===== src/sv/fcb_pkg.sv =====
`timescale 1ns / 1ps
// Package for the frame interval coverage bitmap: sizes, the walker command
// and status structs, and the byte population count. No dependencies.
package fcb_pkg;

    // Largest video length the bitmap can hold, in frames.
    localparam int MAX_FRAMES = 65536;

    // Bitmap organization: one 64-bit word per 64 frames.
    localparam int WORD_W     = 64;
    localparam int BIT_W      = $clog2(WORD_W);
    localparam int WORD_COUNT = (MAX_FRAMES + WORD_W - 1) / WORD_W;
    localparam int ADDR_W     = $clog2(WORD_COUNT);

    // Frame numbers, lengths and the covered count share the 17-bit field width.
    localparam int LEN_W  = 17;
    localparam int WIDX_W = LEN_W - BIT_W;

    // Event counters saturate at all ones.
    localparam int CNT_W = 32;
    localparam logic [CNT_W-1:0] CNT_MAX = '1;

    // Width of the population count of one bitmap word.
    localparam int PCNT_W = $clog2(WORD_W + 1);

    // Input function codes.
    localparam logic FUNC_MARK  = 1'b0;
    localparam logic FUNC_CLEAR = 1'b1;

    typedef struct packed {
        logic             go;
        logic             clr;
        logic [LEN_W-1:0] first;
        logic [LEN_W-1:0] last;
    } t_walk_cmd;

    typedef struct packed {
        logic              busy;
        logic              done;
        logic              add_valid;
        logic [PCNT_W-1:0] add_cnt;
    } t_walk_sts;

    // Number of set bits in one byte.
    function automatic logic [3:0] pop8(input logic [7:0] b);
        logic [3:0] n;
        n = '0;
        for (int i = 0; i < 8; i++) begin
            n = n + 4'(b[i]);
        end
        return n;
    endfunction

endpackage


===== src/sv/fcb_div.sv =====
`timescale 1ns / 1ps
// Restoring divider, one quotient bit per cycle: computes (num << 16) / den
// for num <= den. Uses fcb_pkg.
module fcb_div (
    input  logic                       i_clk,
    input  logic                       i_rst_n,
    input  logic                       i_go,
    input  logic [fcb_pkg::LEN_W-1:0]  i_num,
    input  logic [fcb_pkg::LEN_W-1:0]  i_den,
    output logic                       o_done,
    output logic [fcb_pkg::LEN_W-1:0]  o_quot
);

    localparam int STEP_W = $clog2(fcb_pkg::LEN_W + 1);

    logic                       r_busy;
    logic                       r_done;
    logic [STEP_W-1:0]          r_step;
    logic [fcb_pkg::LEN_W-1:0]  r_rem;
    logic [fcb_pkg::LEN_W-1:0]  r_quot;
    logic [fcb_pkg::LEN_W-1:0]  r_den;

    logic [fcb_pkg::LEN_W:0]    trial;
    logic                       fits;

    // Shared compare and subtract: the next numerator bit comes out of the
    // top of the quotient register as quotient bits shift in below.
    assign trial = {r_rem, r_quot[fcb_pkg::LEN_W-1]};
    assign fits  = (trial >= {1'b0, r_den});

    always_ff @(posedge i_clk) begin
        if (!i_rst_n) begin
            r_busy <= 1'b0;
            r_done <= 1'b0;
        end else begin
            r_done <= 1'b0;
            if (i_go) begin
                r_busy <= 1'b1;
                r_step <= STEP_W'(fcb_pkg::LEN_W);
                r_den  <= i_den;
                r_rem  <= {1'b0, i_num[fcb_pkg::LEN_W-1:1]};
                r_quot <= {i_num[0], {(fcb_pkg::LEN_W-1){1'b0}}};
            end else if (r_busy) begin
                r_rem  <= fits ? fcb_pkg::LEN_W'(trial - {1'b0, r_den})
                               : trial[fcb_pkg::LEN_W-1:0];
                r_quot <= {r_quot[fcb_pkg::LEN_W-2:0], fits};
                r_step <= r_step - 1'b1;
                if (r_step == STEP_W'(1)) begin
                    r_busy <= 1'b0;
                    r_done <= 1'b1;
                end
            end
        end
    end

    assign o_done = r_done;
    assign o_quot = r_quot;

    a_rem_below_den: assert property (@(posedge i_clk) disable iff (!i_rst_n)
        (r_busy && (r_den != '0)) |-> (r_rem < r_den))
        else $error("divider remainder out of range");

endmodule


===== config.mk =====
export PLATFORM = sky130hd
export DESIGN_NAME = fcb_div
export DESIGN_NICKNAME = d
export VERILOG_FILES = /design/src/sv/fcb_pkg.sv /design/src/sv/fcb_div.sv
export SDC_FILE = /design/constraint.sdc
export NUM_CORES = 1
export LEC_CHECK = 0
export BUFFER_PORTS_ARGS = -buffer_cell sky130_fd_sc_hd__buf_4
export CAP_MARGIN = 25
export CORE_UTILIZATION = 55
export DETAILED_ROUTE_END_ITERATION = 8
export PLACE_DENSITY = 0.83
export SLEW_MARGIN = 20
export SYNTH_ARGS = -nofsm -noshare
export SYNTH_HDL_FRONTEND = slang
export SYNTH_SLANG_ARGS = --single-unit

===== constraint.sdc =====
create_clock -name i_clk -period 8.3 [get_ports i_clk]
set_input_delay 1.66 -clock i_clk [delete_from_list [all_inputs] [get_ports i_clk]]
set_output_delay 1.66 -clock i_clk [all_outputs]
set_load 0.03 [all_outputs]

Word level (Yosys, flattened, before mapping):

Cells that the tools add are included.

* bits in registers: 58
* logic and storage cells: 28
* input port bits: 37

* eq/ne operators: 1
* reductions and logical operators: 4
* $lt $le $gt $ge: 1
* add/subtract/negate cells: 2
* muxes and demuxes: 10
* bitwise logic cells: 2

Operators by type and width (count)
* two-way mux 17 bit: 4
* greater-or-equal comparator 18 x 17 -> 1 bit: 1
* subtractor 17 bit: 1
* two-way mux 16 bit: 1
* == test 5 x 1 -> 1 bit (second input constant): 1
* two-way mux 5 bit: 1
* subtractor 5 x 1 -> 5 bit (second input constant): 1
* two-way mux 1 bit: 4
* AND reduction 2 bit: 2
* OR reduction 3 bit: 1
* NOT 1 bit: 2
* nonzero test 2 bit: 1

Logic depth before layout (Yosys ltp):

Gate-level depths: netlist of the first run.

* word-level depth: 4
* mapped depth: 13
* gate-level depth less buffers: 11

Worst setup path before layout of the first run:

OpenSTA, ideal clock, no wires.

* path kind: input-to-reg
* from: input port i_go
* to: register r_quot (netlist bit o_quot[0]) (enable)
* data required time: 7.901 ns
* arrival time: 2.942 ns
* path slack: 4.959 ns
* stages: 2
* setup time: 0.399 ns
* buffers on the path: 1
* cell sequence: clkbuf_1 > o21a_1

* longest elaborated chain between the ends: 2

Ends and longest elaborated chain
* from (decl): RTL line fcb_div.sv:7 `input logic i_go,`
* nonzero test 2 bit (no line)
* AND reduction 2 bit (no line)
* to (signal assigned): RTL line fcb_div.sv:42 `r_quot <= {i_num[0], {(fcb_pkg::LEN_W-1){1'b0}}};`
* to (signal assigned): RTL line fcb_div.sv:46 `r_quot <= {r_quot[fcb_pkg::LEN_W-2:0], fits};`
* to (decl): RTL line fcb_div.sv:20 `logic [fcb_pkg::LEN_W-1:0] r_quot;`

Every way passes these cells.
A chain may end at the register's enable or synchronous reset.

Final worst setup path of the first run:

* from: register r_quot (netlist bit o_quot[16])
* to: register r_rem[9] in the netlist's numbering, data pin

* longest elaborated chain between the ends: 4

Ends and longest elaborated chain
* subtractor 17 bit or greater-or-equal comparator 18 x 17 -> 1 bit (tied branches): RTL line fcb_div.sv:44, fcb_div.sv:29
* two-way mux 17 bit *: RTL line fcb_div.sv:44 `r_rem <= fits ? fcb_pkg::LEN_W'(trial - {1'b0, r_den})`
* two-way mux 17 bit *: RTL line fcb_div.sv:43 `end else if (r_busy) begin`
* two-way mux 16 bit *: RTL line fcb_div.sv:37 `if (i_go) begin`
* to (signal assigned): RTL line fcb_div.sv:41 `r_rem <= {1'b0, i_num[fcb_pkg::LEN_W-1:1]};`
* to (signal assigned): RTL line fcb_div.sv:44
* to (decl): RTL line fcb_div.sv:19 `logic [fcb_pkg::LEN_W-1:0] r_rem;`

Every way passes the cells marked *; elsewhere a longest branch is shown, timed or not. The select of a mux whose other input is x is not followed.

==> results of run 1 <==
Yosys cell counts, types with 4 or more instances:
cell type                  number  area [µm²]
sky130_fd_sc_hd__nor2b_1       17         106
sky130_fd_sc_hd__clkbuf_1       5        18.8
sky130_fd_sc_hd__xor2_1         7        61.3
sky130_fd_sc_hd__nand2b_1       4        25.0
sky130_fd_sc_hd__ha_1          19         238
sky130_fd_sc_hd__inv_1         22        82.6
sky130_fd_sc_hd__nor2_1        20        75.1
sky130_fd_sc_hd__a21oi_1       25         125
sky130_fd_sc_hd__a21o_1         6        45.0
sky130_fd_sc_hd__nor3_1         4        20.0
sky130_fd_sc_hd__mux2_2        12         135
sky130_fd_sc_hd__nand2_1       20        75.1
sky130_fd_sc_hd__xnor2_1        8        70.1
sky130_fd_sc_hd__o21ai_0       10        50.1
sky130_fd_sc_hd__edfxtp_1      56        1680
how the worst max path moves through the flow:
stage                     startpoint   endpoint  slack [ps]  cells past startpoint
after floorplan                 i_go  o_quot[0]        4960                      2
after detailed placement        i_go   r_rem[8]        4840                      3
after CTS                 o_quot[16]   r_rem[9]        5150                     10
after global routing      o_quot[16]   r_rem[9]        5010                     10
after global placement          i_go   r_rem[8]        4890                      3
final                     o_quot[16]   r_rem[9]        5160                     10
report_power, final:
| part | leakage [nW] | total, W | internal, W | switching (W) |
|---|---|---|---|---|
| Clock | 0.113 | 0.000306 | 0.000196 | 0.000111 |
| Combinational | 1.00 | 0.000213 | 0.0000987 | 0.000115 |
| Sequential | 0.551 | 0.000363 | 0.000352 | 0.0000114 |
| Total | 1.67 | 0.000883 | 0.000647 | 0.000236 |
per-layer routing:
| metal | routed length, µm | part of all wire | vias to the layer above | global-route usage |
|---|---|---|---|---|
| met1 | 2700 | 0.44 | 1078 | 0.270 |
| met3 | 300 | 0.049 | 12 | 0.0575 |
| met5 | 0 | 0 | - | 0 |
| li1 | - | - | 1133 | - |
| met2 | 2960 | 0.49 | 62 | 0.342 |
| met4 | 125 | 0.021 | 0 | 0.111 |
through the flow:
step	instance area, µm²	setup WS (ps)	std cells	hold slack, ps
global placement	3710	4890	401	510
CTS	3940	5150	416	518
detailed placement	3710	4840	401	504
global route	3940	5010	416	547
finish	3940	5160	416	520
floorplan	3260	4960	283	491
registers in the layout (all words and copies together) (netlist names):
| register | count |
|---|---|
| o_done | 1 |
| r_den | 17 |
| r_busy | 1 |
| o_quot | 17 |
| r_rem | 17 |
| r_step | 5 |
cell type report:
| type | instances | area (µm²) |
|---|---|---|
| Clock buffer | 9 | 124 |
| Clock inverter | 6 | 106 |
| Fill cell | 408 | 1670 |
| Inverter | 22 | 82.6 |
| Multi-Input combinational cell | 194 | 1400 |
| Sequential cell | 58 | 1720 |
| Tap cell | 72 | 90.1 |
| Timing Repair Buffer | 55 | 413 |
cells by family (layout without fill, tap and decap cells):
logic type / after synthesis / in the layout / share of synthesized area
xor+xnor: 15 / 15 / 0.0403
mux: 18 / 18 / 0.0645
compound gates: 61 / 61 / 0.121
simple gates: 80 / 80 / 0.126
fa+ha+maj: 20 / 20 / 0.0791
buf+inv: 31 / 92 / 0.0411
flops: 58 / 58 / 0.529
critical path, stage by stage (launching register included):
cell                       delay [ps]
sky130_fd_sc_hd__edfxtp_1         400
sky130_fd_sc_hd__inv_1             80
sky130_fd_sc_hd__ha_1             170
sky130_fd_sc_hd__inv_1             60
sky130_fd_sc_hd__fa_1             400
sky130_fd_sc_hd__a21o_1           230
sky130_fd_sc_hd__a221oi_4         310
sky130_fd_sc_hd__o211ai_1         140
sky130_fd_sc_hd__a31o_2           470
sky130_fd_sc_hd__mux2_4           370
sky130_fd_sc_hd__mux2_2           260
==> report_table.html, run 1 <==
<table>
<tr><th>Metric</th><th>Value</th></tr>
<tr><th colspan="2">Logic synthesis</th></tr>
<tr><td>Distinct cell type count after synthesis</td><td>46</td></tr>
<tr><td>Async S/R FF share, synth</td><td>0</td></tr>
<tr><td>Post-Syn Instances</td><td>283</td></tr>
<tr><td>Synthesis warning total</td><td>0</td></tr>
<tr><td>Main synth FF type</td><td>sky130_fd_sc_hd__edfxtp_1</td></tr>
<tr><td>Syn Std Cell Area</td><td>3260 µm²</td></tr>
<tr><td>Mapped Avg Cell Area</td><td>11.5 µm²</td></tr>
<tr><td>Syn Nets</td><td>340</td></tr>
<tr><td>Share of synthesized area occupied by flip-flops and latches</td><td>0.529</td></tr>
<tr><td>Post-synthesis sequential element count</td><td>58</td></tr>
<tr><td>Number of flops mapped to enable cells by yosys</td><td>56</td></tr>
<tr><th colspan="2">Timing</th></tr>
<tr><td>Highest achievable clock rate</td><td>318 MHz</td></tr>
<tr><td>Part of the cycle the worst path needs</td><td>0.379</td></tr>
<tr><td>Worst-case headroom to the max-slew limit</td><td>0.520</td></tr>
<tr><td>Setup TNS</td><td>0 ps</td></tr>
<tr><td>RSZ-0062 raised after global routing</td><td>no</td></tr>
<tr><td>Final number of setup-violating endpoints</td><td>0</td></tr>
<tr><td>Final hold viol count</td><td>0</td></tr>
<tr><td>Clock skew</td><td>4.14 ps</td></tr>
<tr><td>Worst Tran Pin Value</td><td>720 ps</td></tr>
<tr><td>Shortest period the worst path allows</td><td>3140 ps</td></tr>
<tr><td>Final count of pins violating max slew</td><td>0</td></tr>
<tr><th colspan="2">Floorplanning</th></tr>
<tr><td>Die width</td><td>79.0 µm</td></tr>
<tr><td>Number of ports placed on the die boundary</td><td>55</td></tr>
<tr><td>Die Span Y</td><td>79.0 µm</td></tr>
<tr><td>Placeable Area</td><td>5610 µm²</td></tr>
<tr><td>Die Footprint</td><td>6230 µm²</td></tr>
<tr><td>Cell Rows</td><td>27</td></tr>
<tr><td>Effective utilization at floorplan</td><td>0.581</td></tr>
<tr><th colspan="2">Power</th></tr>
<tr><td>Pwr Total</td><td>0.000883 W</td></tr>
<tr><td>Total power density per cell area</td><td>224 nW/µm²</td></tr>
<tr><td>Leakage power total</td><td>1.67 nW</td></tr>
<tr><td>Worst vdd ir</td><td>0.000181 V</td></tr>
<tr><th colspan="2">Hold path</th></tr>
<tr><td>Hold Crit Start</td><td>r_busy</td></tr>
<tr><td>Worst-case hold path end point</td><td>o_done</td></tr>
<tr><td>Hold Path Class</td><td>register to register</td></tr>
<tr><td>Cells on Worst Hold Path</td><td>1</td></tr>
<tr><th colspan="2">Global routing</th></tr>
<tr><td>Maximum number of pins on one net before global-route repair</td><td>50</td></tr>
<tr><td>GRT Resource Usage Total</td><td>0.215</td></tr>
<tr><td>Total overflow reported by the global router</td><td>0</td></tr>
<tr><td>Wire length of the first global-routing pass</td><td>10.0 mm</td></tr>
<tr><td>Vias in the first global route</td><td>2202</td></tr>
<tr><td>Initial antenna violation count</td><td>0</td></tr>
<tr><th colspan="2">Detailed routing</th></tr>
<tr><td>Routed length per instance</td><td>14.6 µm</td></tr>
<tr><td>First-pass detailed-route iteration total</td><td>4</td></tr>
<tr><td>Number of DRC markers after the initial detailed-route iteration</td><td>113</td></tr>
<tr><td>Number of vias after detailed routing</td><td>2285</td></tr>
<tr><td>Post-DR vias/cell</td><td>5.49</td></tr>
<tr><td>Total wire length</td><td>6.08 mm</td></tr>
<tr><td>DRC</td><td>0</td></tr>
<tr><td>Number of nets with antenna violations after routing</td><td>0</td></tr>
<tr><th colspan="2">Clock tree</th></tr>
<tr><td>Maximum level of the CTS H-tree</td><td>3</td></tr>
<tr><td>Number of instances resized during post-cts repair</td><td>0</td></tr>
<tr><td>Largest buffer count on any clock path</td><td>2</td></tr>
<tr><td>Count of hold buffers inserted by post-cts repair</td><td>0</td></tr>
<tr><td>Reg clk slew, reported paths</td><td>70 ps</td></tr>
<tr><td>Master cell of the clock root buffer</td><td>sky130_fd_sc_hd__clkbuf_8</td></tr>
<tr><td>Insertion delay to the later sink of the worst-skew pair</td><td>340 ps</td></tr>
<tr><td>TritonCTS clock tree</td><td>yes</td></tr>
<tr><td>Post-CTS setup buffer count</td><td>0</td></tr>
<tr><td>CTS buffer count</td><td>9</td></tr>
<tr><td>Count of clock tree sinks</td><td>58</td></tr>
<tr><th colspan="2">Placed design</th></tr>
<tr><td>Half-perimeter wire length after placement</td><td>4.29 mm</td></tr>
<tr><td>Final weighted congestion in routability-driven placement</td><td>0.882</td></tr>
<tr><td>Number of buffer cells added on primary ports</td><td>54</td></tr>
<tr><th colspan="2">Run status</th></tr>
<tr><td>Outcome</td><td>complete, no violations</td></tr>
<tr><th colspan="2">Setup path</th></tr>
<tr><td>Worst Path Class, Setup</td><td>register to register</td></tr>
<tr><td>FF-to-FF Start</td><td>o_quot[16]</td></tr>
<tr><td>Data required time at the worst endpoint</td><td>8400 ps</td></tr>
<tr><td>Element type at the critical path end</td><td>register</td></tr>
<tr><td>Launching element type of the critical path</td><td>register</td></tr>
<tr><td>Highest net fanout along the worst path</td><td>29</td></tr>
<tr><td>Reg-to-reg slack, setup</td><td>5160 ps</td></tr>
<tr><td>Arr. time, crit path</td><td>3240 ps</td></tr>
<tr><td>Depth of the most critical reg-to-reg path</td><td>10</td></tr>
<tr><td>R2r endpoint</td><td>r_rem[9]</td></tr>
<tr><th colspan="2">Cells and area</th></tr>
<tr><td>Core occupancy in the finished layout</td><td>0.702</td></tr>
<tr><td>Number of diodes</td><td>0</td></tr>
<tr><td>Leading cell type in the layout, fill and taps excluded</td><td>sky130_fd_sc_hd__edfxtp_1</td></tr>
<tr><td>Fraction of layout cells with a size suffix above 1</td><td>0.259</td></tr>
<tr><td>Commonest cells after routing, fill and taps aside</td><td>sky130_fd_sc_hd__edfxtp_1 (56), sky130_fd_sc_hd__buf_4 (55), sky130_fd_sc_hd__a21oi_1 (25)</td></tr>
<tr><td>Net count, final</td><td>397</td></tr>
<tr><td>Synth-to-layout area growth</td><td>20.9%</td></tr>
<tr><th colspan="2">Job</th></tr>
<tr><td>Maxcap violations</td><td>0</td></tr>
</table>
(Power assumes the default switching activity.)
==> run 2, diff against run 1 <==
==> constraint.sdc (replaced) <==
create_clock -name i_clk -period 2.9 [get_ports i_clk]
set_input_delay 0.58 -clock i_clk [delete_from_list [all_inputs] [get_ports i_clk]]
set_output_delay 0.58 -clock i_clk [all_outputs]
set_load 0.03 [all_outputs]
==> run 2 against run 1 <==
Against the previous run: sequential power rose to 2.9 times the previous value; cell count rose by 5.5%; power increased to 2.8 times the previous value; wire length up 10%; critical endpoint is now r_rem[7]; largest power group unchanged.
==> report_table.html, run 2 (synthesis gave the netlist of run 1 again) <==
<table>
<tr><th>Metric</th><th>Value</th></tr>
<tr><th colspan="2">Run status</th></tr>
<tr><td>Outcome</td><td>complete, no violations</td></tr>
<tr><th colspan="2">Clock tree</th></tr>
<tr><td>Largest buffer count on any clock path</td><td>2</td></tr>
<tr><td>Count of clock tree sinks</td><td>58</td></tr>
<tr><td>CTS buffer count</td><td>9</td></tr>
<tr><td>Insertion delay to the later sink of the worst-skew pair</td><td>350 ps</td></tr>
<tr><td>TritonCTS clock tree</td><td>yes</td></tr>
<tr><td>Maximum level of the CTS H-tree</td><td>3</td></tr>
<tr><td>Reg clk slew, reported paths</td><td>80 ps</td></tr>
<tr><td>Master cell of the clock root buffer</td><td>sky130_fd_sc_hd__clkbuf_8</td></tr>
<tr><th colspan="2">Setup path</th></tr>
<tr><td>Worst Path Class, Setup</td><td>register to register</td></tr>
<tr><td>Launching element type of the critical path</td><td>register</td></tr>
<tr><td>Arr. time, crit path</td><td>2970 ps</td></tr>
<tr><td>Element type at the critical path end</td><td>register</td></tr>
<tr><td>Highest net fanout along the worst path</td><td>6</td></tr>
<tr><td>Data required time at the worst endpoint</td><td>3000 ps</td></tr>
<tr><th colspan="2">Detailed routing</th></tr>
<tr><td>Routed length per instance</td><td>15.2 µm</td></tr>
<tr><td>First-pass detailed-route iteration total</td><td>4</td></tr>
<tr><td>DRC</td><td>0</td></tr>
<tr><td>Number of nets with antenna violations after routing</td><td>0</td></tr>
<tr><td>Number of DRC markers after the initial detailed-route iteration</td><td>145</td></tr>
<tr><td>Total wire length</td><td>6.69 mm</td></tr>
<tr><td>Number of vias after detailed routing</td><td>2391</td></tr>
<tr><td>Post-DR vias/cell</td><td>5.45</td></tr>
<tr><th colspan="2">Timing</th></tr>
<tr><td>Worst Tran Pin Value</td><td>532 ps</td></tr>
<tr><td>Clock skew</td><td>9.31 ps</td></tr>
<tr><td>Final count of pins violating max slew</td><td>0</td></tr>
<tr><td>Worst hold-check slack</td><td>403 ps</td></tr>
<tr><td>Setup TNS</td><td>0 ps</td></tr>
<tr><td>Shortest period the worst path allows</td><td>2870 ps</td></tr>
<tr><td>Final number of setup-violating endpoints</td><td>0</td></tr>
<tr><td>Worst-case headroom to the max-slew limit</td><td>0.645</td></tr>
<tr><td>Highest achievable clock rate</td><td>349 MHz</td></tr>
<tr><td>Final hold viol count</td><td>0</td></tr>
<tr><td>Part of the cycle the worst path needs</td><td>0.989</td></tr>
<tr><th colspan="2">Cells and area</th></tr>
<tr><td>Leading cell type in the layout, fill and taps excluded</td><td>sky130_fd_sc_hd__buf_4</td></tr>
<tr><td>Fraction of layout cells with a size suffix above 1</td><td>0.322</td></tr>
<tr><td>Core occupancy in the finished layout</td><td>0.731</td></tr>
<tr><td>Synth-to-layout area growth</td><td>25.9%</td></tr>
<tr><td>Number of diodes</td><td>0</td></tr>
<tr><td>Commonest cells after routing, fill and taps aside</td><td>sky130_fd_sc_hd__buf_4 (75), sky130_fd_sc_hd__edfxtp_1 (56), sky130_fd_sc_hd__a21oi_1 (25)</td></tr>
<tr><td>Net count, final</td><td>419</td></tr>
<tr><th colspan="2">Placed design</th></tr>
<tr><td>Half-perimeter wire length after placement</td><td>4.54 mm</td></tr>
<tr><td>Final weighted congestion in routability-driven placement</td><td>0.830</td></tr>
<tr><td>Number of buffer cells added on primary ports</td><td>54</td></tr>
<tr><th colspan="2">Global routing</th></tr>
<tr><td>Initial antenna violation count</td><td>0</td></tr>
<tr><td>Vias in the first global route</td><td>2355</td></tr>
<tr><td>Total overflow reported by the global router</td><td>0</td></tr>
<tr><td>Wire length of the first global-routing pass</td><td>10.7 mm</td></tr>
<tr><td>GRT Resource Usage Total</td><td>0.231</td></tr>
<tr><td>Maximum number of pins on one net before global-route repair</td><td>50</td></tr>
<tr><th colspan="2">Floorplanning</th></tr>
<tr><td>Placeable Area</td><td>5610 µm²</td></tr>
<tr><td>Die Span Y</td><td>79.0 µm</td></tr>
<tr><td>Die width</td><td>79.0 µm</td></tr>
<tr><td>Effective utilization at floorplan</td><td>0.581</td></tr>
<tr><td>Cell Rows</td><td>27</td></tr>
<tr><td>Die Footprint</td><td>6230 µm²</td></tr>
<tr><td>Number of ports placed on the die boundary</td><td>55</td></tr>
<tr><th colspan="2">Job</th></tr>
<tr><td>Maxcap violations</td><td>0</td></tr>
<tr><th colspan="2">Hold path</th></tr>
<tr><td>Hold Path Class</td><td>primary input to register</td></tr>
<tr><th colspan="2">Power</th></tr>
<tr><td>Leakage power total</td><td>1.75 nW</td></tr>
<tr><td>Worst vdd ir</td><td>0.000371 V</td></tr>
<tr><td>Total power density per cell area</td><td>606 nW/µm²</td></tr>
<tr><td>Pwr Total</td><td>0.00249 W</td></tr>
</table>
[run 2: changes by cell type in the layout (fill, tap and decap cells not counted), moves of 2 or more]
cell                         previous run  this run
sky130_fd_sc_hd__clkinvlp_4             1         3
sky130_fd_sc_hd__buf_4                 55        75
sky130_fd_sc_hd__bufinv_16              3         1
sky130_fd_sc_hd__clkinv_4               0         2
[run 2: routing by layer]
| layer | global-route usage | vias to the layer above | part of all wire |
|---|---|---|---|
| met2 | 0.370 | 63 | 0.48 |
| met1 | 0.291 | 1135 | 0.45 |
| met3 | 0.0575 | 14 | 0.045 |
| met4 | 0.118 | 0 | 0.024 |
| li1 | - | 1179 | - |
| met5 | 0 | - | 0 |
[run 2: area by class of cell]
cell class                      count  area [µm²]
Sequential cell                    58        1720
Fill cell                         404        1510
Multi-Input combinational cell    194        1430
Timing Repair Buffer               77         579
Clock buffer                        9         124
Tap cell                           72        90.1
Inverter                           22        82.6
Clock inverter                      7        78.8
[run 2: path summary, 6_finish.rpt]
| check | from | to | slack, ps | cells after the start |
|---|---|---|---|---|
| worst max-delay path | o_quot[16] | r_rem[7] | 30 | 11 |
| worst min-delay path | i_den[6] | r_den[6] | 400 | 1 |
| worst max register to register | o_quot[16] | r_rem[7] | 30 | 11 |
| worst min register to register | r_busy | o_done | 520 | 1 |
[run 2: where the power goes]
part	internal [W]	total [W]	switching (W)
Combinational	0.000341	0.000693	0.000352
Clock	0.000401	0.000754	0.000352
Sequential	0.00101	0.00104	0.0000337
[run 2: what timing repair did]
| item | 4_1_cts | 5_1_grt |
|---|---|---|
| hold buffers | 0 | 0 |
| buffers inserted | 0 | 11 |
| resized for setup | 0 | 9 |
| endpoints found under the setup margin | 0 | 10 |
[run 2: metrics by stage]
step / setup WS (ps) / cells / area [µm²]
floorplan: -7.36 / 283 / 3260
global placement: 166 / 413 / 3800
detailed placement: 71.0 / 413 / 3800
CTS: 56.0 / 429 / 4000
global route: -69.9 / 439 / 4100
finish: 32.6 / 439 / 4100
[run 2: worst max-delay path, cell delays in order, from the launching register on]
cell and delay [ps]:
sky130_fd_sc_hd__edfxtp_1 400, sky130_fd_sc_hd__inv_1 80, sky130_fd_sc_hd__ha_2 180, sky130_fd_sc_hd__inv_2 40, sky130_fd_sc_hd__fa_2 350, sky130_fd_sc_hd__a21o_1 220, sky130_fd_sc_hd__a221oi_4 250, sky130_fd_sc_hd__o211ai_1 130
sky130_fd_sc_hd__a31o_4 290, sky130_fd_sc_hd__buf_6 140, sky130_fd_sc_hd__mux2_4 280, sky130_fd_sc_hd__mux2_2 260
