### src/sv/fcb_pkg.sv
`timescale 1ns / 1ps
// Package for the frame interval coverage bitmap: sizes, the walker command
// and status structs, and the byte population count. No dependencies.
package fcb_pkg;

    // Largest video length the bitmap can hold, in frames.
    localparam int MAX_FRAMES = 65536;

    // Bitmap organization: one 64-bit word per 64 frames.
    localparam int WORD_W     = 64;
    localparam int BIT_W      = $clog2(WORD_W);
    localparam int WORD_COUNT = (MAX_FRAMES + WORD_W - 1) / WORD_W;
    localparam int ADDR_W     = $clog2(WORD_COUNT);

    // Frame numbers, lengths and the covered count share the 17-bit field width.
    localparam int LEN_W  = 17;
    localparam int WIDX_W = LEN_W - BIT_W;

    // Event counters saturate at all ones.
    localparam int CNT_W = 32;
    localparam logic [CNT_W-1:0] CNT_MAX = '1;

    // Width of the population count of one bitmap word.
    localparam int PCNT_W = $clog2(WORD_W + 1);

    // Input function codes.
    localparam logic FUNC_MARK  = 1'b0;
    localparam logic FUNC_CLEAR = 1'b1;

    typedef struct packed {
        logic             go;
        logic             clr;
        logic [LEN_W-1:0] first;
        logic [LEN_W-1:0] last;
    } t_walk_cmd;

    typedef struct packed {
        logic              busy;
        logic              done;
        logic              add_valid;
        logic [PCNT_W-1:0] add_cnt;
    } t_walk_sts;

    // Number of set bits in one byte.
    function automatic logic [3:0] pop8(input logic [7:0] b);
        logic [3:0] n;
        n = '0;
        for (int i = 0; i < 8; i++) begin
            n = n + 4'(b[i]);
        end
        return n;
    endfunction

endpackage

### src/sv/fcb_walk.sv
`timescale 1ns / 1ps
// Bitmap walker: sweeps the bitmap words of one interval, ORs in the range
// mask and counts fresh bits, or writes zeros over the whole bitmap. Uses fcb_pkg.
module fcb_walk (
    input  logic                         i_clk,
    input  logic                         i_rst_n,
    input  fcb_pkg::t_walk_cmd           i_cmd,
    output fcb_pkg::t_walk_sts           o_sts,
    output logic                         o_rd_en,
    output logic [fcb_pkg::ADDR_W-1:0]   o_rd_addr,
    input  logic [fcb_pkg::WORD_W-1:0]   i_rd_data,
    output logic                         o_wr_en,
    output logic [fcb_pkg::ADDR_W-1:0]   o_wr_addr,
    output logic [fcb_pkg::WORD_W-1:0]   o_wr_data
);

    logic                          r_busy;
    logic                          r_issue;
    logic                          r_clr;
    logic [fcb_pkg::ADDR_W-1:0]    r_addr;
    logic [fcb_pkg::ADDR_W-1:0]    r_w0;
    logic [fcb_pkg::ADDR_W-1:0]    r_w1;
    logic [fcb_pkg::BIT_W-1:0]     r_lo;
    logic [fcb_pkg::BIT_W-1:0]     r_hi;
    logic                          r_p1_valid;
    logic [fcb_pkg::ADDR_W-1:0]    r_p1_addr;
    logic                          r_p1_first;
    logic                          r_p1_last;
    logic                          r_p2_valid;
    logic [fcb_pkg::PCNT_W-1:0]    r_p2_cnt;

    logic [fcb_pkg::BIT_W-1:0]     lo;
    logic [fcb_pkg::BIT_W-1:0]     hi;
    logic [fcb_pkg::WORD_W-1:0]    mask;
    logic [fcb_pkg::WORD_W-1:0]    fresh;
    logic [fcb_pkg::PCNT_W-1:0]    fresh_cnt;
    logic                          done;

    // Range mask of the word in the data stage; inner words are all ones.
    always_comb begin
        lo        = r_p1_first ? r_lo : '0;
        hi        = r_p1_last ? r_hi : fcb_pkg::BIT_W'(fcb_pkg::WORD_W - 1);
        mask      = ({fcb_pkg::WORD_W{1'b1}} << lo)
                  & ({fcb_pkg::WORD_W{1'b1}} >> (fcb_pkg::BIT_W'(fcb_pkg::WORD_W - 1) - hi));
        fresh     = mask & ~i_rd_data;
        fresh_cnt = '0;
        for (int k = 0; k < fcb_pkg::WORD_W / 8; k++) begin
            fresh_cnt = fresh_cnt + fcb_pkg::PCNT_W'(fcb_pkg::pop8(fresh[k*8 +: 8]));
        end
    end

    assign done = r_busy && !r_issue && !r_p1_valid && !r_p2_valid;

    always_ff @(posedge i_clk) begin
        if (!i_rst_n) begin
            r_busy     <= 1'b0;
            r_issue    <= 1'b0;
            r_clr      <= 1'b0;
            r_p1_valid <= 1'b0;
            r_p2_valid <= 1'b0;
        end else begin
            r_p1_valid <= r_issue && !r_clr;
            r_p1_addr  <= r_addr;
            r_p1_first <= (r_addr == r_w0);
            r_p1_last  <= (r_addr == r_w1);
            r_p2_valid <= r_p1_valid;
            r_p2_cnt   <= fresh_cnt;
            if (i_cmd.go) begin
                r_busy  <= 1'b1;
                r_issue <= 1'b1;
                r_clr   <= i_cmd.clr;
                r_lo    <= i_cmd.first[fcb_pkg::BIT_W-1:0];
                r_hi    <= i_cmd.last[fcb_pkg::BIT_W-1:0];
                r_w0    <= fcb_pkg::ADDR_W'(i_cmd.first[fcb_pkg::LEN_W-1:fcb_pkg::BIT_W]);
                if (i_cmd.clr) begin
                    r_addr <= '0;
                    r_w1   <= fcb_pkg::ADDR_W'(fcb_pkg::WORD_COUNT - 1);
                end else begin
                    r_addr <= fcb_pkg::ADDR_W'(i_cmd.first[fcb_pkg::LEN_W-1:fcb_pkg::BIT_W]);
                    r_w1   <= fcb_pkg::ADDR_W'(i_cmd.last[fcb_pkg::LEN_W-1:fcb_pkg::BIT_W]);
                end
            end else if (r_issue) begin
                if (r_addr == r_w1) begin
                    r_issue <= 1'b0;
                end else begin
                    r_addr <= r_addr + 1'b1;
                end
            end else if (done) begin
                r_busy <= 1'b0;
            end
        end
    end

    // A clear sweep writes straight from the address counter; a mark writes
    // back the word that was read in the previous cycle.
    assign o_rd_en   = r_issue && !r_clr;
    assign o_rd_addr = r_addr;
    assign o_wr_en   = r_clr ? r_issue : r_p1_valid;
    assign o_wr_addr = r_clr ? r_addr : r_p1_addr;
    assign o_wr_data = r_clr ? '0 : (i_rd_data | mask);

    assign o_sts.busy      = r_busy;
    assign o_sts.done      = done;
    assign o_sts.add_valid = r_p2_valid;
    assign o_sts.add_cnt   = r_p2_cnt;

    a_go_when_free: assert property (@(posedge i_clk) disable iff (!i_rst_n)
        i_cmd.go |-> !r_busy)
        else $error("walker started while busy");

    a_no_raw_clash: assert property (@(posedge i_clk) disable iff (!i_rst_n)
        (r_p1_valid && r_issue) |-> (r_p1_addr != r_addr))
        else $error("walker read and write hit the same word");

endmodule

### config.mk
export PLATFORM = sky130hd
export DESIGN_NAME = fcb_walk
export DESIGN_NICKNAME = d
export VERILOG_FILES = /design/src/sv/fcb_pkg.sv /design/src/sv/fcb_walk.sv
export SDC_FILE = /design/constraint.sdc
export NUM_CORES = 1
export LEC_CHECK = 0
export BUFFER_PORTS_ARGS = -buffer_cell sky130_fd_sc_hd__buf_2
export CAP_MARGIN = 20
export CORE_AREA = 4 4 160 116
export DETAILED_ROUTE_END_ITERATION = 12
export DIE_AREA = 0 0 164 120
export PLACE_DENSITY = 0.72
export SYNTH_ARGS = -nofsm -noshare
export SYNTH_HDL_FRONTEND = slang
export SYNTH_SLANG_ARGS = --single-unit
### constraint.sdc
create_clock -name i_clk -period 8.08 [get_ports i_clk]
set_input_delay 0.808 -clock i_clk [delete_from_list [all_inputs] [get_ports i_clk]]
set_output_delay 0.808 -clock i_clk [all_outputs]
set_load 0.01 [all_outputs]
=== Word-level counts from Yosys, hierarchy flattened ===
Cells that the tools add are included.

* Bits in registers: 66
* Bits of input ports: 102
* Output and inout bits: 96
* Word-level logic and storage cells: 117

* Add/sub/neg operators: 65
* Equality and inequality tests: 4
* Shifts and indexed selects: 2
* Multiplexer cells: 15
* Bitwise logic cells: 4
* Reductions and logical operators: 13

{| class="wikitable"
|+ Operators with widths
! operator !! number
|-
| 4-bit by 1-bit adder with 4-bit output || 32
|-
| 64-bit bitwise AND || 2
|-
| 64-bit two-way mux || 1
|-
| 64-bit NOT || 1
|-
| 64-bit bitwise OR || 1
|-
| 64-bit by 6-bit << shifter with 64-bit output, first input constant || 1
|-
| 64-bit by 6-bit right shift with 64-bit output, first input constant || 1
|-
| 10-bit two-way mux || 5
|-
| 3-bit by 1-bit adder with 4-bit output || 8
|-
| 7-bit by 4-bit adder with 7-bit output || 4
|-
| 2-bit by 1-bit adder with 3-bit output || 8
|-
| 10-bit equality test || 2
|-
| 1-bit by 1-bit adder with 2-bit output || 8
|-
| 6-bit two-way mux || 2
|-
| 10-bit by 1-bit adder with 10-bit output, second input constant || 1
|-
| 6-bit by 4-bit adder with 7-bit output || 1
|-
| 1-bit two-way mux || 7
|-
| 5-bit by 4-bit adder with 6-bit output || 1
|-
| 6-bit subtractor, first input constant || 1
|-
| 4-bit by 4-bit adder with 5-bit output || 1
|-
| 1-bit logical AND || 4
|-
| 1-bit zero test || 4
|-
| 2-bit != test, second input constant || 2
|-
| 2-bit AND reduction || 2
|-
| 2 further kinds || 3
|}

=== Logic depth before layout (Yosys ltp) ===
Gate-level depths: netlist of run 1.

* Depth after elaboration: 19
* Mapped depth: 25
* Gate-level depth less buffers: 23

=== Worst setup path after synthesis of run 1 ===
No wires, ideal clock.

* Path type: reg2reg
* Start: reg r_p1_last
* End: reg r_p2_cnt[6] in the netlist's numbering, data pin
* Setup time: 265 ps
* Arrival: 6343 ps
* Required time: 7815 ps
* Slack: 1472 ps
* Cell stages (with the launch flop): 24
* Buffers on the path: 2
* Clock period less this slack: 6608 ps
* Cell sequence: edfxtp_1 buf_2 and2b_4 buf_6 a31oi_1 nand2b_1 fa_1 inv_1 fa_1 inv_1 fa_1 fa_1 fa_1 fa_1 fa_1 fa_1 inv_1 ha_1 inv_1 fa_1 inv_1 a21o_1 a21oi_1 o21ai_0

* Longest elaborated chain between the ends: 19
* Elaborated cells on any way between the ends: 68
* Classes of those cells: add/sub: 64; shift: 1; mux: 1; bitwise: 2

{| class="wikitable"
|+ Ends and longest elaborated chain
! item !! RTL line !! RTL
|-
| start: declaration || fcb_walk.sv:28 || <nowiki>logic r_p1_last;</nowiki>
|-
| start signal: assignment || fcb_walk.sv:65 || <nowiki>r_p1_last <= (r_addr == r_w1);</nowiki>
|-
| 6-bit two-way mux (*) || fcb_walk.sv:42 || <nowiki>hi = r_p1_last ? r_hi : fcb_pkg::BIT_W'(fcb_pkg::WORD_W - 1);</nowiki>
|-
| 6-bit subtractor (*) || fcb_walk.sv:44 || <nowiki>& ({fcb_pkg::WORD_W{1'b1}} >> (fcb_pkg::BIT_W'(fcb_pkg::WORD_W - 1) - hi));</nowiki>
|-
| 64-bit by 6-bit right shift with 64-bit output (*) || fcb_walk.sv:44 ||
|-
| 64-bit bitwise AND (*) || fcb_walk.sv:44 ||
|-
| 64-bit bitwise AND (*) || fcb_walk.sv:45 || <nowiki>fresh = mask & ~i_rd_data;</nowiki>
|-
| 1-bit by 1-bit adder with 2-bit output || fcb_pkg.sv:49 || <nowiki>n = n + 4'(b[i]);</nowiki>
|-
| 2-bit by 1-bit adder with 3-bit output || fcb_pkg.sv:49 ||
|-
| 3-bit by 1-bit adder with 4-bit output || fcb_pkg.sv:49 ||
|-
| 4-bit by 1-bit adder with 4-bit output (4 in a row) || fcb_pkg.sv:49 ||
|-
| 4-bit by 4-bit adder with 5-bit output || fcb_walk.sv:48 || <nowiki>fresh_cnt = fresh_cnt + fcb_pkg::PCNT_W'(fcb_pkg::pop8(fresh[k*8 +: 8]));</nowiki>
|-
| 5-bit by 4-bit adder with 6-bit output || fcb_walk.sv:48 ||
|-
| 6-bit by 4-bit adder with 7-bit output || fcb_walk.sv:48 ||
|-
| 7-bit by 4-bit adder with 7-bit output (3 in a row) || fcb_walk.sv:48 ||
|-
| 7-bit by 4-bit adder with 7-bit output (*) || fcb_walk.sv:48 ||
|-
| net fresh_cnt, one bit || fcb_walk.sv:36 || <nowiki>logic [fcb_pkg::PCNT_W-1:0] fresh_cnt;</nowiki>
|-
| end signal: assignment || fcb_walk.sv:67 || <nowiki>r_p2_cnt <= fresh_cnt;</nowiki>
|-
| end: declaration || fcb_walk.sv:30 || <nowiki>logic [fcb_pkg::PCNT_W-1:0] r_p2_cnt;</nowiki>
|}

Mark *: on every way through the listed nets, which the timed path passes. The rest lies on a longest branch.
A chain may end at the register's enable or synchronous reset.

=== Final worst setup path of run 1 ===
Same ends and word-level chain as after synthesis.

==> results.md, run 1 <==
* Syn Inst Count at 756
* WS Path Type: reg -> reg
* RSZ-0062 raised after global routing: false
* Antenna violations before repair at 0
* Startpoint Class: flip-flop
* Hold Slack at 0.524 ns
* CP max-delay cell: edfxtp_1
* RD Place Congestion at 1.07
* I/O pin count at 198
* Crit path top cell by count: fa_1
* Yosys warnings at 0
* Synth async-reset ratio at 0%
* H-tree depth at 3
* Avg Cell Area, Syn at 8.88 µm²
* Final core occ at 48.4%
* Hold/Removal Path Class: reg -> reg
* DRT iter0 DRCs at 596
* Cell Chain, Critical Path: and2b_2, o21ai_0, o221ai_1, nand2b_1, fa_1, inv_1, fa_1, inv_1, fa_1, fa_1, fa_1, fa_1, fa_1, fa_1, inv_1, ha_1, inv_1, fa_1, inv_1, a21o_1, a21oi_1, o21ai_0
* Share of cells above drive strength 1 at 28.7%
* EDFF count, synth at 61
* Synthesis-stage register bit count at 66
* Fin cells at 1165
* VDD IR max at 0.993 mV
* Final setup vio count at 0
* Max stage delay on crit path at 0.71 ns
* Final net count at 1101
* CTS tree: done
* Syn Nets at 928
* P&R area growth vs syn at 21.9%
* Minimum clock period at 7.56 ns
* Fin crit share at 93.6%
* Library cells used by synthesis at 70
* Number of diodes at 0
* Final max-slew violation count at 0
* Critical path arrival at 7.63 ns
* FMAX at 0.132 GHz
* Clock Root Buffer: clkbuf_16
* Final setup TNS at 0 ns
* Slew headroom at 42.5%
* Vias in the first global route at 5933
* Final ANT Viol Nets at 0
* Clock transition at path regs at 0.06 ns
* WP data required at 8.15 ns
* CTS resizes at 0
* Post-CTS Setup Repair Bufs at 0
* Fin. Hold Viols at 0
* Clock Path Buffers at 2
* WL/cell at 20.0 µm
* First-pass GRT wire length at 35.1 mm
* CTS Hold Bufs at 0
* Max-cap viol count at 0
* Post-route DRC at 0
* Clock Latency Late Sink at 0.32 ns
* CP Buf/Inv Count at 5
* Via density per instance at 5.37
* Mapped Area at 6710 µm²
* Total grt overflow at 0
* Total core area at 16900 µm²
* Final HPWL DP at 18.6 mm
* Status: complete, no violations
* Register area share after synthesis at 28.8%
* DR pass1 iterations at 5
* Top delay family on crit path: adder cells
* Ys flop type: edfxtp_1
* Least-Margin Pin Slew at 0.863 ns
* CTS sink cnt at 66
* Pleak at 3.68 nW
* Vias at 6252
* Crit. End Element: flip-flop
* Initial Util at 39.7%
* Number of placed instances with taps included at 1149
* Crit-path max FO at 23
* Pwr dens at 471 nW/µm²
* Die H at 120 µm
* Largest net degree at the start of global routing at 78
* Overall routing resource usage at 23.5%
* Drt total wl at 23.3 mm
* Die X at 164 µm
* Port Buffers at 195
* Placement Cell Area at 7850 µm²
* # rows at 40
* Fin area at 8180 µm²
* Die Area at 19700 µm²
* Clock skew at 0.0113 ns
* Inserted Clock Buffers at 9
per-layer routing:
metal	vias to the layer above	GRT usage, %	share of wire (%)
met5	-	0	0
met4	0	3.40	0.94
met3	18	9.68	12
met2	322	30.9	40
met1	2998	36.4	47
li1	2914	-	-
area by class of cell:
class	count	area (µm²)
Clock buffer	11	243
Clock inverter	5	85.1
Fill cell	1663	8740
Inverter	118	443
Multi-Input combinational cell	520	4070
Sequential cell	66	1930
Tap cell	231	289
Timing Repair Buffer	214	1120
layout by cell type, fill, tap and decap left out, types with 5 or more instances in the layout:
cell type | Yosys | final
buf_2 | 19 | 195
inv_1 | 118 | 118
a21oi_1 | 65 | 65
edfxtp_1 | 61 | 61
fa_1 | 54 | 54
nor2_1 | 51 | 51
nand2_1 | 45 | 45
o21ai_0 | 42 | 42
nand2b_1 | 34 | 34
nand3_1 | 24 | 24
xnor2_1 | 19 | 19
buf_4 | 9 | 19
ha_1 | 16 | 16
nand4_1 | 12 | 12
xor2_1 | 12 | 12
or2_2 | 11 | 11
mux2_2 | 11 | 11
o211ai_1 | 10 | 10
nor2b_1 | 9 | 9
o221ai_1 | 9 | 9
clkbuf_16 | 0 | 9
and2_1 | 8 | 8
o21a_1 | 5 | 5
and3_1 | 5 | 5
a31oi_1 | 5 | 5
cells in the mapped netlist, drive strengths merged, types with 16 or more instances:
cell type | number | area share (%)
nand2b | 35 | 3.4
nand3 | 24 | 1.8
xnor2 | 19 | 2.5
inv | 118 | 6.6
ha | 16 | 3.0
buf | 30 | 2.8
fa | 54 | 16
a21oi | 66 | 5.1
clkbuf | 22 | 1.2
o21ai | 45 | 3.4
edfxtp | 61 | 27
nor2 | 51 | 2.9
nand2 | 46 | 2.7
power breakdown:
part | internal, mW | total, mW | switching (mW)
clock network | 0.280 | 0.424 | 0.144
logic | 1.28 | 2.80 | 1.52
registers | 0.588 | 0.625 | 0.0370
sequential cells by signal, indices dropped and copies added (netlist names):
register	count
r_lo	6
r_p1_first	1
r_w1	10
o_rd_addr	10
r_p2_valid	1
r_clr	1
r_hi	6
r_w0	10
r_p1_last	1
r_issue	1
r_p2_cnt	7
r_p1_valid	1
r_p1_addr	10
r_busy	1
worst paths after layout:
check	slack, ns	to	cells after the start	startpoint
max	0.52	r_p2_cnt[6]	22	r_p1_last
min	0.52	r_p2_valid	1	r_p1_valid
max reg2reg	0.52	r_p2_cnt[6]	22	r_p1_last
min reg2reg	0.52	r_p2_valid	1	r_p1_valid
stage by stage:
| stage | power, mW | setup WS [ns] |
|---|---|---|
| CTS | 3.90 | 0.598 |
| floorplan | 2.83 | 1.47 |
| global route | 4.30 | 0.228 |
| detailed placement | 3.46 | 0.600 |
| global placement | 3.45 | 0.630 |
| finish | 3.85 | 0.518 |
logic make-up after synthesis:
kind of cell / after synthesis / share of synthesized area, %
and+or+nand+nor: 228 / 18.0
AOI/OAI and AO/OA: 179 / 17.5
buffers and inverters: 170 / 10.6
adders and majority gates: 70 / 19.1
DFF: 66 / 28.8
xor gates and xnor gates: 31 / 4.05
muxes: 12 / 2.00
No activity file was read; power rests on OpenSTA's default activity.
==> inputs of run 2 (changes only) <==
--- a/config.mk
+++ b/config.mk
@@ -7,10 +7,13 @@
 export LEC_CHECK = 0
 export BUFFER_PORTS_ARGS = -buffer_cell sky130_fd_sc_hd__buf_2
 export CAP_MARGIN = 20
-export CORE_AREA = 4 4 160 116
+export CELL_PAD_IN_SITES_DETAIL_PLACEMENT = 0
+export CELL_PAD_IN_SITES_GLOBAL_PLACEMENT = 2
+export CORE_AREA = 4 4 181 131
 export DETAILED_ROUTE_END_ITERATION = 12
-export DIE_AREA = 0 0 164 120
-export PLACE_DENSITY = 0.72
+export DIE_AREA = 0 0 185 135
+export PLACE_DENSITY = 0.89
+export SETUP_SLACK_MARGIN = 0.3
 export SYNTH_ARGS = -nofsm -noshare
 export SYNTH_HDL_FRONTEND = slang
 export SYNTH_SLANG_ARGS = --single-unit
==> constraint.sdc (replaced) <==
create_clock -name i_clk -period 7.67 [get_ports i_clk]
set_input_delay 0.767 -clock i_clk [delete_from_list [all_inputs] [get_ports i_clk]]
set_output_delay 0.767 -clock i_clk [all_outputs]
set_load 0.01 [all_outputs]
==> results.md, run 2 (synthesized netlist as in run 1, its figures left out) <==
* Status: complete, no violations
* First-pass GRT wire length at 36.8 mm
* Initial Util at 30.4%
* CTS tree: done
* Crit Reg-Reg Endpoint: r_p2_cnt[4]
* Commonest non-fill, non-tap cell in the layout: buf_2
* Inserted Clock Buffers at 9
* Depth of the worst hold-timing path at 1
* Post-route DRC at 0
* Internal power at 2.37 mW
* NetSw at 1.95 mW
* R2r setup slk at 0.61 ns
* Register area at 1930 µm²
* Number of diodes at 0
* Die X at 185 µm
* Share of cells above drive strength 1 at 33.2%
* Slew headroom at 50.3%
* FMAX at 0.142 GHz
* Final max-slew violation count at 0
* Total grt overflow at 0
* Crit-path max FO at 6
* Multi-input gate area at 4150 µm²
* CTS Hold Bufs at 0
* Pleak at 3.90 nW
* Worst setup endpoint: r_p2_cnt[4]
* WS Path Type: reg -> reg
* Largest net degree at the start of global routing at 67
* Clock transition at path regs at 0.06 ns
* Final setup TNS at 0 ns
* CP Launch Point: r_lo[3]
* H-tree depth at 3
* CTS sink cnt at 66
* Final HPWL DP at 20.0 mm
* Filler Cell Count at 2298
* Least-Margin Pin Slew at 0.744 ns
* Hold/Removal Path Class: reg -> reg
* Total core area at 22100 µm²
* Drt total wl at 25.2 mm
* Startpoint Class: flip-flop
* Antenna violations before repair at 0
* Max-cap viol count at 0
* Pwr dens at 499 nW/µm²
* Vias at 6390
* Most frequent cells in the layout: buf_2, inv_1, a21oi_1
* Switching portion of total power at 45.1%
* Clk network pwr share at 9.1%
* Overall routing resource usage at 19.7%
* Hold Slack at 0.494 ns
* WL/cell at 19.9 µm
* Fin crit share at 92.0%
* Die H at 135 µm
* Clock skew at 0.00435 ns
* Clock Latency Late Sink at 0.32 ns
* Final ANT Viol Nets at 0
* Crit. End Element: flip-flop
* Die Area at 25000 µm²
* Worst r2r src: r_lo[3]
* Fin. Hold Viols at 0
* Vias in the first global route at 6020
* # rows at 46
* Gate power share at 75.9%
* Flop pwr share at 15.0%
* Clock Root Buffer: clkbuf_16
* VDD IR max at 1.03 mV
* Minimum clock period at 7.06 ns
* Hold_sp: r_p1_valid
* DRT iter0 DRCs at 480
* Port Buffers at 195
* DR pass1 iterations at 6
* Via density per instance at 5.04
* RD Place Congestion at 0.934
* Final setup vio count at 0
* WP data required at 7.74 ns
* I/O pin count at 198
* Final net count at 1146
* Critical path arrival at 7.12 ns
* Clock Path Buffers at 2
* Reg2Reg Depth at 23
* RSZ-0062 raised after global routing: true
* P&R area growth vs syn at 29.1%
## run 2: cell count changes in the layout (fill, tap and decap cells not counted), moves of 2 or more
cell	delta
clkinv_1	+2
buf_4	+39
o21ai_2	+3
o21ai_1	+2
nor3b_1	-2
o21ai_0	-5
buf_12	+2
## run 2: worst min-delay path by stage
| stage | end |
|---|---|
| detailed placement | r_p2_valid |
| global placement | r_p2_valid |
| finish | r_p2_valid |
| global route | r_p2_valid |
| floorplan | r_p2_valid |
| CTS | r_p2_valid |
## run 2: layout make-up
cell class | count | share of cell area [%]
Clock buffer | 10 | 2.64
Clock inverter | 6 | 0.664
Inverter | 118 | 5.11
Multi-Input combinational cell | 520 | 47.9
Sequential cell | 66 | 22.3
Tap cell | 288 | 4.16
Timing Repair Buffer | 259 | 17.2
## run 2: metal layers
layer / up-vias / share of wire, % / GRT usage, %
met3: 29 / 9.6 / 6.87
met4: 0 / 1.4 / 3.06
met2: 282 / 42 / 27.4
met5: - / 0 / 0
met1: 3086 / 47 / 29.9
li1: 2993 / - / -
## run 2: timing repair
action / 4_1_cts / 5_1_grt
setup endpoints to repair: 3 / 6
resized for setup: 1 / 25
setup buffers: 2 / 25
pin swaps: 0 / 1
## run 2: power by group through the flow
stage               Sequential [mW]  Combinational (mW)  Clock, mW
CTS                           0.656                3.25      0.400
finish                        0.650                3.28      0.392
floorplan                     0.654                2.33          0
detailed placement            0.662                3.16          0
global placement              0.666                3.21          0
global route                  0.653                3.78      0.419
## run 2: through the flow
step	total power, mW	area [µm²]	worst slack (ns)	utilization, %	instances
after detailed placement	3.82	8060	0.281	36.5	1224
after global routing	4.85	8660	0.251	39.2	1267
final	4.32	8660	0.612	39.2	1267
after floorplan	2.98	6710	1.06	-	756
after CTS	4.31	8370	0.330	37.9	1242
after global placement	3.87	8060	0.324	36.5	1224
## run 2: critical path: stages, from the launching register on
cell and delay [ns]:
edfxtp_1 0.38, buf_4 0.18, buf_4 0.17, and2_1 0.21, a221o_1 0.43, nand2b_1 0.19, fa_1 0.49, inv_1 0.05
fa_1 0.50, inv_1 0.05, fa_1 0.55, fa_1 0.44, fa_1 0.54, fa_1 0.54, fa_1 0.54, fa_1 0.48
inv_1 0.07, ha_1 0.16, inv_1 0.05, fa_1 0.37, inv_1 0.07, a21o_1 0.13, a21oi_2 0.07, xnor2_1 0.15
==> inputs of run 3 (changes only) <==
==> constraint.sdc (replaced) <==
create_clock -name i_clk -period 7.67 [get_ports i_clk]
set_input_delay 0.767 -clock i_clk [delete_from_list [all_inputs] [get_ports i_clk]]
set_output_delay 0.767 -clock i_clk [all_outputs]
set_load 0.005 [all_outputs]
==> results.md, run 3 (synthesized netlist as in run 1, its figures left out) <==
* Status: complete, no violations
* CP Launch Point: r_hi[1]
* Antenna violations before repair at 0
* WP data required at 7.74 ns
* Total grt overflow at 0
* Startpoint Class: flip-flop
* Pre-CTS setup slack at 0.281 ns
* Crit-path max FO at 4
* I/O pin count at 198
* Cell Chain, Critical Path: nand2b_4, or4_4, o221ai_4, nand2b_1, fa_1, fa_1, fa_2, inv_1, fa_1, fa_1, fa_1, fa_1, inv_1, fa_1, inv_1, ha_1, a21oi_1, o211ai_1, a21oi_1, xnor2_1
* # rows at 46
* Post-route DRC at 0
* Total core area at 22100 µm²
* First-pass GRT wire length at 36.8 mm
* Max-cap viol count at 0
* FMAX at 0.141 GHz
* Pleak at 3.90 nW
* Final WS setup at 0.601 ns
* Fin crit share at 92.2%
* WL/cell at 19.9 µm
* Die Area at 25000 µm²
* Clock skew at 0.00397 ns
* Filler Cell Count at 2300
* RD Place Congestion at 0.934
* NetSw at 1.95 mW
* Vias in the first global route at 6020
* Minimum clock period at 7.07 ns
* Final core occ at 39.2%
* P&R area growth vs syn at 29.1%
* Number of diodes at 0
* Vias at 6456
* Slew headroom at 49.7%
* Die X at 185 µm
* Hold_sp: r_p1_valid
* Final ANT Viol Nets at 0
* Drt total wl at 25.3 mm
* Placement Cell Area at 8060 µm²
* Clock Latency Late Sink at 0.32 ns
* Clock Path Buffers at 2
* Gate power share at 75.9%
* Flop pwr share at 15.0%
* Max stage delay on crit path at 0.61 ns
* RSZ-0062 raised after global routing: true
* Final net count at 1146
* Crit. End Element: flip-flop
* DRT iter0 DRCs at 552
* Initial Util at 30.4%
* Overall routing resource usage at 19.7%
* H-tree depth at 3
* VDD IR max at 1.06 mV
* Worst r2r src: r_hi[1]
* Final HPWL DP at 20.0 mm
* Final setup vio count at 0
* Clk network pwr share at 9.0%
* Hold/Removal Path Class: reg -> reg
* Crit path top cell by count: fa_1
* Final setup TNS at 0 ns
* Clock Root Buffer: clkbuf_16
* Port Buffers at 195
* Die H at 135 µm
* Overall Power at 4.33 mW
* Switching portion of total power at 45.2%
* DR pass1 iterations at 5
* Critical path arrival at 7.14 ns
* CTS tree: done
* Share of cells above drive strength 1 at 33.2%
* CTS sink cnt at 66
* Internal power at 2.37 mW
* Final max-slew violation count at 0
* Via density per instance at 5.10
* WS Path Type: reg -> reg
* Clock transition at path regs at 0.05 ns
* Largest net degree at the start of global routing at 67
* Commonest non-fill, non-tap cell in the layout: buf_2
* Inserted Clock Buffers at 9
* Fin area at 8660 µm²
* Most frequent cells in the layout: buf_2, inv_1, a21oi_1
* CP max-delay cell: fa_2
* Fin. Hold Viols at 0
* Pwr dens at 500 nW/µm²
* Least-Margin Pin Slew at 0.753 ns
## run 3: cell counts in the layout (fill, tap and decap cells not counted)
No cell type changed its count.
## run 3: what timing repair did
item                                    CTS  global route
endpoints found under the hold margin     0             0
endpoints found under the setup margin    3             6
resized for setup                         1            25
hold buffers                              0             0
pin swaps                                 0             1
setup buffers                             2            25
## run 3: metal layers
metal	share of wire (%)	GRT usage, %	wire (µm)
met1	47	29.9	11900
met5	0	0	0
met2	42	27.4	10600
met3	9.6	6.87	2440
met4	1.3	3.06	322
## run 3: cell type report
| cell class | instances | area [µm²] | share of cell area (%) |
|---|---|---|---|
| sequential | 66 | 1930 | 22.3 |
| timing repair buffer | 259 | 1490 | 17.2 |
| multi-input combinational | 520 | 4150 | 47.9 |
| inverter | 118 | 443 | 5.11 |
| clock inverter | 6 | 57.6 | 0.664 |
| tap | 288 | 360 | 4.16 |
| clock buffer | 10 | 229 | 2.64 |
## run 3: critical path: cells and delay by family (launching register included)
family / cells / cell delay [ns]
adders and majority gates: 9 / 4.50
and+or+nand+nor: 3 / 0.84
AOI/OAI and AO/OA: 4 / 0.73
DFF: 1 / 0.44
buffers and inverters: 3 / 0.19
xor gates and xnor gates: 1 / 0.10
## run 3: power groups by stage
stage	Sequential [mW]	Clock [mW]	Combinational (mW)
after floorplan	0.645	0	2.32
after global placement	0.666	0	3.19
after detailed placement	0.662	0	3.13
after CTS	0.656	0.400	3.23
after global routing	0.653	0.419	3.76
final	0.650	0.392	3.29
## run 3: final timing paths
path / to / slack, ns / cells after the start
setup / recovery: r_p2_cnt[5] / 0.60 / 20
hold / removal: r_p2_valid / 0.50 / 1
setup reg to reg: r_p2_cnt[5] / 0.60 / 20
hold reg to reg: r_p2_valid / 0.50 / 1
## run 3: stage by stage
stage | hold slack [ns] | instances
2_1_floorplan | 0.450 | 756
3_3_place_gp | 0.467 | 1224
3_5_place_dp | 0.485 | 1224
4_1_cts | 0.495 | 1242
5_1_grt | 0.521 | 1267
6_report | 0.496 | 1267
